<file path="config.mk">
export PLATFORM = sky130hd
export DESIGN_NAME = horner_polynomial_evaluator
export DESIGN_NICKNAME = d
export VERILOG_FILES = /design/src/sv/hpe_pkg.sv /design/src/sv/hpe_ram.sv /design/src/sv/horner_polynomial_evaluator.sv
export SDC_FILE = /design/constraint.sdc
export NUM_CORES = 2
export LEC_CHECK = 0
export ABC_AREA = 0
export BUFFER_PORTS_ARGS = -buffer_cell sky130_fd_sc_hd__clkbuf_2
export CORE_UTILIZATION = 55
export CTS_CLUSTER_DIAMETER = 100
export CTS_CLUSTER_SIZE = 25
export DETAILED_ROUTE_END_ITERATION = 16
export GPL_TIMING_DRIVEN = 0
export PLACE_DENSITY_LB_ADDON = 0.1
export SLEW_MARGIN = 25
export SYNTH_ARGS = -nofsm -noshare
export SYNTH_HDL_FRONTEND = slang
export SYNTH_HIERARCHICAL = 1
export SYNTH_SLANG_ARGS = --single-unit
</file>
<file path="constraint.sdc">
create_clock -name i_clk -period 9.6 [get_ports i_clk]
set_input_delay 0.96 -clock i_clk [delete_from_list [all_inputs] [get_ports i_clk]]
set_output_delay 0.96 -clock i_clk [all_outputs]
set_load 0.01 [all_outputs]
</file>
<file path="src/sv/hpe_pkg.sv">
// Package for the Horner polynomial evaluator.
// Holds the request and result types and the command codes.
// No dependencies.
package hpe_pkg;

    localparam int WORD_W = 32;
    localparam int IDX_IN_W = 4;
    localparam int TERM_CNT_W = 5;

    // Request commands
    localparam logic CMD_WRITE = 1'b0;
    localparam logic CMD_EVAL = 1'b1;

    typedef struct packed {
        logic                     cmd;
        logic [IDX_IN_W-1:0]      coef_index;
        logic signed [WORD_W-1:0] coef_value;
        logic signed [WORD_W-1:0] x_value;
    } t_req;

    typedef struct packed {
        logic signed [WORD_W-1:0] poly_value;
        logic                     saturated;
    } t_res;

endpackage

</file>
<file path="src/sv/hpe_ram.sv">
// Generic single-write, single-read RAM with registered read data.
// No dependencies.
module hpe_ram #(
    parameter int WIDTH = 32,
    parameter int DEPTH = 16
) (
    input  logic                     i_clk,
    input  logic                     i_we,
    input  logic [$clog2(DEPTH)-1:0] i_waddr,
    input  logic [WIDTH-1:0]         i_wdata,
    input  logic [$clog2(DEPTH)-1:0] i_raddr,
    output logic [WIDTH-1:0]         o_rdata
);

    logic [WIDTH-1:0] r_mem [DEPTH];
    logic [WIDTH-1:0] r_rdata;

    // Write port and registered read port
    always_ff @(posedge i_clk) begin
        if (i_we) begin
            r_mem[i_waddr] <= i_wdata;
        end
        r_rdata <= r_mem[i_raddr];
    end

    assign o_rdata = r_rdata;

endmodule

</file>
<file path="src/sv/horner_polynomial_evaluator.sv">
// Channel   | Direction | Handshake                  | Payload
// request   | in        | start high, busy low       | i_req (hpe_pkg::t_req)
// result    | out       | o_res_valid, one cycle     | o_res (hpe_pkg::t_res)
// config    | in        | i_cfg_we                   | i_cfg_wdata (term count)
//
// A write request stores one coefficient in the same cycle and never raises busy.
// An evaluate request keeps busy high through one coefficient load state, then
// a multiply state and an add state per remaining term on the one shared
// multiplier; the result strobe is registered and rises as busy falls.
// Reset is synchronous, active low; it clears the coefficient valid bits at once.
// The result is shown for one cycle and cannot be stalled.
//
// Top level of the Horner polynomial evaluator.
// Depends on hpe_pkg and hpe_ram.
module horner_polynomial_evaluator #(
    parameter int MAX_TERMS = 16,
    parameter int FRAC_BITS = 30
) (
    input  logic                             i_clk,
    input  logic                             i_rst_n,
    input  logic                             start,
    output logic                             busy,
    input  hpe_pkg::t_req                    i_req,
    output logic                             o_res_valid,
    output hpe_pkg::t_res                    o_res,
    input  logic                             i_cfg_we,
    input  logic [hpe_pkg::TERM_CNT_W-1:0]   i_cfg_wdata
);

    import hpe_pkg::*;

    localparam int IDX_W = $clog2(MAX_TERMS);
    localparam int SUM_W = 2 * WORD_W + 1;
    localparam logic signed [SUM_W-1:0] SUM_MAX = SUM_W'((64'sd1 <<< (WORD_W - 1)) - 64'sd1);
    localparam logic signed [SUM_W-1:0] SUM_MIN = -SUM_W'(64'sd1 <<< (WORD_W - 1));

    typedef enum logic [3:0] {
        ST_IDLE = 4'b0001,
        ST_LOAD = 4'b0010,
        ST_MUL  = 4'b0100,
        ST_ADD  = 4'b1000
    } t_state;

    t_state                     r_state, n_state;
    logic [TERM_CNT_W-1:0]      r_term_count;
    logic [MAX_TERMS-1:0]       r_valid;
    logic                       r_rd_valid;
    logic [IDX_W-1:0]           r_idx, n_idx;
    logic signed [WORD_W-1:0]   r_x;
    logic signed [WORD_W-1:0]   r_acc, n_acc;
    logic signed [2*WORD_W-1:0] r_prod;
    logic                       r_flag, n_flag;
    logic                       r_res_valid, n_res_valid;
    t_res                       r_res, n_res;

    logic                       w_accept;
    logic                       w_wr;
    logic [31:0]                w_idx32;
    logic [IDX_W-1:0]           w_waddr;
    logic [31:0]                w_tc32;
    logic [31:0]                w_n;
    logic [31:0]                w_nm1;
    logic [IDX_W-1:0]           w_start;
    logic [IDX_W-1:0]           w_raddr;
    logic [WORD_W-1:0]          w_rdata;
    logic signed [WORD_W-1:0]   w_coef;
    logic signed [2*WORD_W-1:0] w_shift;
    logic signed [SUM_W-1:0]    w_sum;
    logic signed [WORD_W-1:0]   w_clip;
    logic                       w_clipped;

    assign busy = (r_state != ST_IDLE);
    assign w_accept = start && !busy;

    // Coefficient write decode; drop writes beyond the table
    assign w_idx32 = 32'(i_req.coef_index);
    assign w_waddr = w_idx32[IDX_W-1:0];
    assign w_wr = w_accept && (i_req.cmd == CMD_WRITE) && (w_idx32 < 32'(MAX_TERMS));

    // Clamp the term count to 1..MAX_TERMS and find the top index
    always_comb begin
        w_tc32 = 32'(r_term_count);
        priority if (w_tc32 == 32'd0) begin
            w_n = 32'd1;
        end else if (w_tc32 > 32'(MAX_TERMS)) begin
            w_n = 32'(MAX_TERMS);
        end else begin
            w_n = w_tc32;
        end
        w_nm1 = w_n - 32'd1;
        w_start = w_nm1[IDX_W-1:0];
    end

    // Read the top coefficient while idle, else the current step index
    assign w_raddr = busy ? r_idx : w_start;

    hpe_ram #(
        .WIDTH(WORD_W),
        .DEPTH(MAX_TERMS)
    ) u_coef_ram (
        .i_clk  (i_clk),
        .i_we   (w_wr),
        .i_waddr(w_waddr),
        .i_wdata(i_req.coef_value),
        .i_raddr(w_raddr),
        .o_rdata(w_rdata)
    );

    // Unwritten entries read as zero
    assign w_coef = r_rd_valid ? $signed(w_rdata) : '0;

    // Truncate the product, add the coefficient, saturate
    always_comb begin
        w_shift = r_prod >>> FRAC_BITS;
        w_sum = SUM_W'(w_shift) + SUM_W'(w_coef);
        w_clipped = 1'b1;
        priority if (w_sum > SUM_MAX) begin
            w_clip = SUM_MAX[WORD_W-1:0];
        end else if (w_sum < SUM_MIN) begin
            w_clip = SUM_MIN[WORD_W-1:0];
        end else begin
            w_clip = w_sum[WORD_W-1:0];
            w_clipped = 1'b0;
        end
    end

    // Sequencer
    always_comb begin
        n_state = r_state;
        n_idx = r_idx;
        n_acc = r_acc;
        n_flag = r_flag;
        n_res_valid = 1'b0;
        n_res = r_res;
        unique case (r_state)
            ST_IDLE: begin
                if (w_accept && (i_req.cmd == CMD_EVAL)) begin
                    n_idx = w_start;
                    n_state = ST_LOAD;
                end
            end
            ST_LOAD: begin
                n_acc = w_coef;
                n_flag = 1'b0;
                if (r_idx == '0) begin
                    n_res_valid = 1'b1;
                    n_res.poly_value = w_coef;
                    n_res.saturated = 1'b0;
                    n_state = ST_IDLE;
                end else begin
                    n_idx = r_idx - 1'b1;
                    n_state = ST_MUL;
                end
            end
            ST_MUL: begin
                n_state = ST_ADD;
            end
            ST_ADD: begin
                n_acc = w_clip;
                n_flag = r_flag | w_clipped;
                if (r_idx == '0) begin
                    n_res_valid = 1'b1;
                    n_res.poly_value = w_clip;
                    n_res.saturated = r_flag | w_clipped;
                    n_state = ST_IDLE;
                end else begin
                    n_idx = r_idx - 1'b1;
                    n_state = ST_MUL;
                end
            end
            default: begin
                n_state = ST_IDLE;
            end
        endcase
    end

    // Control state
    always_ff @(posedge i_clk) begin
        if (!i_rst_n) begin
            r_state <= ST_IDLE;
            r_term_count <= TERM_CNT_W'(1);
            r_valid <= '0;
            r_res_valid <= 1'b0;
        end else begin
            r_state <= n_state;
            r_res_valid <= n_res_valid;
            if (i_cfg_we) begin
                r_term_count <= i_cfg_wdata;
            end
            if (w_wr) begin
                r_valid[w_waddr] <= 1'b1;
            end
        end
    end

    // Datapath registers
    always_ff @(posedge i_clk) begin
        r_rd_valid <= r_valid[w_raddr];
        r_idx <= n_idx;
        r_acc <= n_acc;
        r_flag <= n_flag;
        r_res <= n_res;
        if (w_accept) begin
            r_x <= i_req.x_value;
        end
        r_prod <= (2*WORD_W)'(r_acc) * (2*WORD_W)'(r_x);
    end

    assign o_res_valid = r_res_valid;
    assign o_res = r_res;

    // A result only ends an evaluation that held busy
    a_res_after_busy: assert property (@(posedge i_clk) disable iff (!i_rst_n)
        o_res_valid |-> $past(busy))
        else $error("result strobe without a preceding evaluation");

    // An accepted write request produces no result
    a_write_no_res: assert property (@(posedge i_clk) disable iff (!i_rst_n)
        (start && !busy && (i_req.cmd == CMD_WRITE)) |=> !o_res_valid)
        else $error("write request produced a result");

    // An accepted evaluate request raises busy
    a_eval_busy: assert property (@(posedge i_clk) disable iff (!i_rst_n)
        (start && !busy && (i_req.cmd == CMD_EVAL)) |=> busy)
        else $error("evaluate request did not start the sequencer");

endmodule
</file>
==> results.json <==
{
  "status": "finished clean",
  "layout_commonest_cell": "fa_1",
  "dp.final_hpwl_um": 157000,
  "synthArstFlopShare_pct": 0,
  "grt_pass1_vias": 42800,
  "numCtsBuffers": 38,
  "gp_congestion": 1.03,
  "grt_setup_unrepaired": "no",
  "nets": 6821,
  "crit_chain": "clkbuf_1 -> nand2_1 -> fa_1 -> inv_1 -> fa_1 -> fa_1 -> inv_1 -> fa_1 -> inv_1 -> fa_1 -> inv_1 -> fa_1 -> inv_1 -> fa_1 -> fa_1 -> ha_1 -> and4_1 -> a221oi_1 -> o22a_1 -> a21oi_1 -> o21ai_0 -> nand3b_1 -> a41oi_1 -> xnor2_1",
  "core-area_um2": 113000,
  "synth_edf_count": 614,
  "num-fill-cells": 9328,
  "setup_ws_ns": 0.302,
  "yosysSeqAreaShare_pct": 32.3,
  "syn_area_um2": 62800,
  "setup_viol": 0,
  "cp_slowest_cell": "edfxtp_1",
  "ant_nets": 0,
  "path_max_fanout": 10,
  "cpPeakStageDelay_ns": 0.86,
  "maxCapViolCount": 0,
  "ys_ff_latch": 707,
  "seq_area_um2": 20300,
  "clockBufferDepth": 3,
  "clock_latency_ns": 0.67,
  "syn2layout_area_growth_pct": 7.36,
  "tightest_slew_ns": 1.21,
  "cp.required_ns": 10.20,
  "crit_top_cell": "fa_1",
  "multi_input_area_um2": 37900,
  "critPathLaunch": "r_acc[9]",
  "relSlewSlack_pct": 19.2,
  "synth_top_area_cell": "fa_1",
  "hp-class": "register to register",
  "fin_hold_ws_ns": 0.474,
  "dieArea_um2": 115000,
  "rows": 123,
  "numPortBuffers": 111,
  "min_from": "r_valid[1]",
  "rr_startpoint": "r_acc[9]",
  "clkSinkCount": 707,
  "fin_skew_ns": 0.0548,
  "cts-hold-fix-buffers": 0,
  "final_core_util_pct": 59.7,
  "initial_core_util_pct": 55.6,
  "drive_gt1_share_pct": 7.98,
  "cts_tree": "done",
  "cp.arrival_ns": 9.90,
  "min_period_ns": 9.30,
  "yosysUniqueCellTypes": 77,
  "first_pass_iters": 6,
  "die_h_um": 340,
  "num_io_pins": 113,
  "cp-end-kind": "register",
  "synthesis.nets": 6620,
  "ys.flop_type": "edfxtp_1",
  "hold_viol_final": 0,
  "wl_per_cell_um": 28.1,
  "max_freq_ghz": 0.108,
  "drt-total-wl_um": 196000,
  "grt_use_total_pct": 35.1,
  "tns_ns": 0,
  "cts.clk_slew.worst_paths_ns": 0.10,
  "viasPerCell": 5.77,
  "post-route-period-util_pct": 96.9,
  "grt_antenna_before_repair": 14,
  "synth_warnings": 6,
  "overflow": 0,
  "critPathLaunchType": "register",
  "pre_cts_ws_ns": -0.365,
  "clockRootBuffer": "clkbuf_16",
  "drc": 0,
  "grt_pass1_wl_um": 289000,
  "synth_cells": 5244,
  "synth_top_area_share_pct": 34.5,
  "syn_avg_cell_area_um2": 12.0,
  "synth.area.top_cells": "fa_1 35%, edfxtp_1 29%, inv_1 5.8%",
  "path_class": "register to register",
  "final_cell_mix": "1080 x fa_1, 967 x inv_1, 614 x edfxtp_1",
  "grt_max_degree": 35,
  "vias": 40300,
  "htreeDepth": 2,
  "fp.dieW_um": 340,
  "final-max-slew-violation-count": 0,
  "drt-initial-drc-count": 3505
}
## metrics by stage
stage	area, um^2	std cells
2_1_floorplan	62800	5244
3_3_place_gp	65200	6855
3_5_place_dp	66100	6901
4_1_cts	67400	6974
5_1_grt	67400	6976
6_report	67400	6979
## path summary, 6_finish.rpt
kind / endpoint / slack (ns) / cells after the start
worst max register to register: r_prod[63] / 0.30 / 24
worst min register to register: r_valid[1] / 0.47 / 1
worst min-delay path: r_valid[1] / 0.47 / 1
worst max-delay path: r_prod[63] / 0.30 / 24
## metal layers
metal / track usage [%] / wire (um)
met1: 46.8 / 75700
met2: 57.3 / 94100
met3: 6.83 / 17200
met4: 13.7 / 8990
met5: 0 / 66
## kinds of logic (layout without fill, tap and decap cells)
group | Yosys count | count (layout) | synth area share, %
buffers and inverters | 1238 | 1469 | 7.55
xor gates and xnor gates | 76 | 76 | 1.06
AOI/OAI and AO/OA | 380 | 380 | 4.11
and+or+nand+nor | 1406 | 1406 | 11.3
DFF | 707 | 707 | 32.3
adders and majority gates | 1298 | 1298 | 38.8
muxes | 139 | 139 | 4.85
other | 0 | 4 | 0
## flip-flops by register name (all words and copies together), names as in the netlist
signal              flops
r_rd_valid              1
u_coef_ram/o_rdata     32
r_valid                16
r_flag                  1
o_res                  33
u_coef_ram/r_mem      512
r_idx                   4
r_prod                 34
o_res_valid             1
r_term_count            5
r_acc                  32
r_x                    32
r_state                 4
## area by class of cell
class | count | share of cell area (%)
diodes | 4 | 0.0149
plain buffers | 268 | 1.66
clock buffers | 59 | 1.53
clock inverters | 11 | 0.338
inverters | 970 | 5.41
multi-input cells | 3299 | 56.2
flip-flops and latches | 707 | 30.1
well taps | 1500 | 2.79
repair buffers | 161 | 1.94
## synth_stat cells, types with 42 or more instances
cell / instances
inv_1: 970
nor2b_1: 50
xnor2_1: 56
and2_1: 544
o21ai_0: 53
dfxtp_1: 93
edfxtp_1: 614
a21oi_1: 79
fa_1: 1082
nand2_1: 595
clkbuf_1: 233
nor2_1: 95
a21o_1: 42
ha_1: 216
mux4_2: 132
a22oi_1: 66
## worst max-delay path, delay by kind of cell, from the launching register on
kind | cells | cell delay, ns
buf+inv | 6 | 1.11
xor+xnor | 1 | 0.15
flops | 1 | 0.86
simple gates | 3 | 0.72
compound gates | 5 | 2.05
fa+ha+maj | 9 | 4.32
## what timing repair did
| action | CTS | global route |
|---|---|---|
| endpoints found under the setup margin | 5 | 4 |
| pin swaps | 0 | 0 |
| setup buffers | 3 | 0 |
| resized for setup | 9 | 1 |
Power is left out: the tool's default activity adds up to more than one toggle a clock period on the data nets, which glitch-free logic cannot reach.
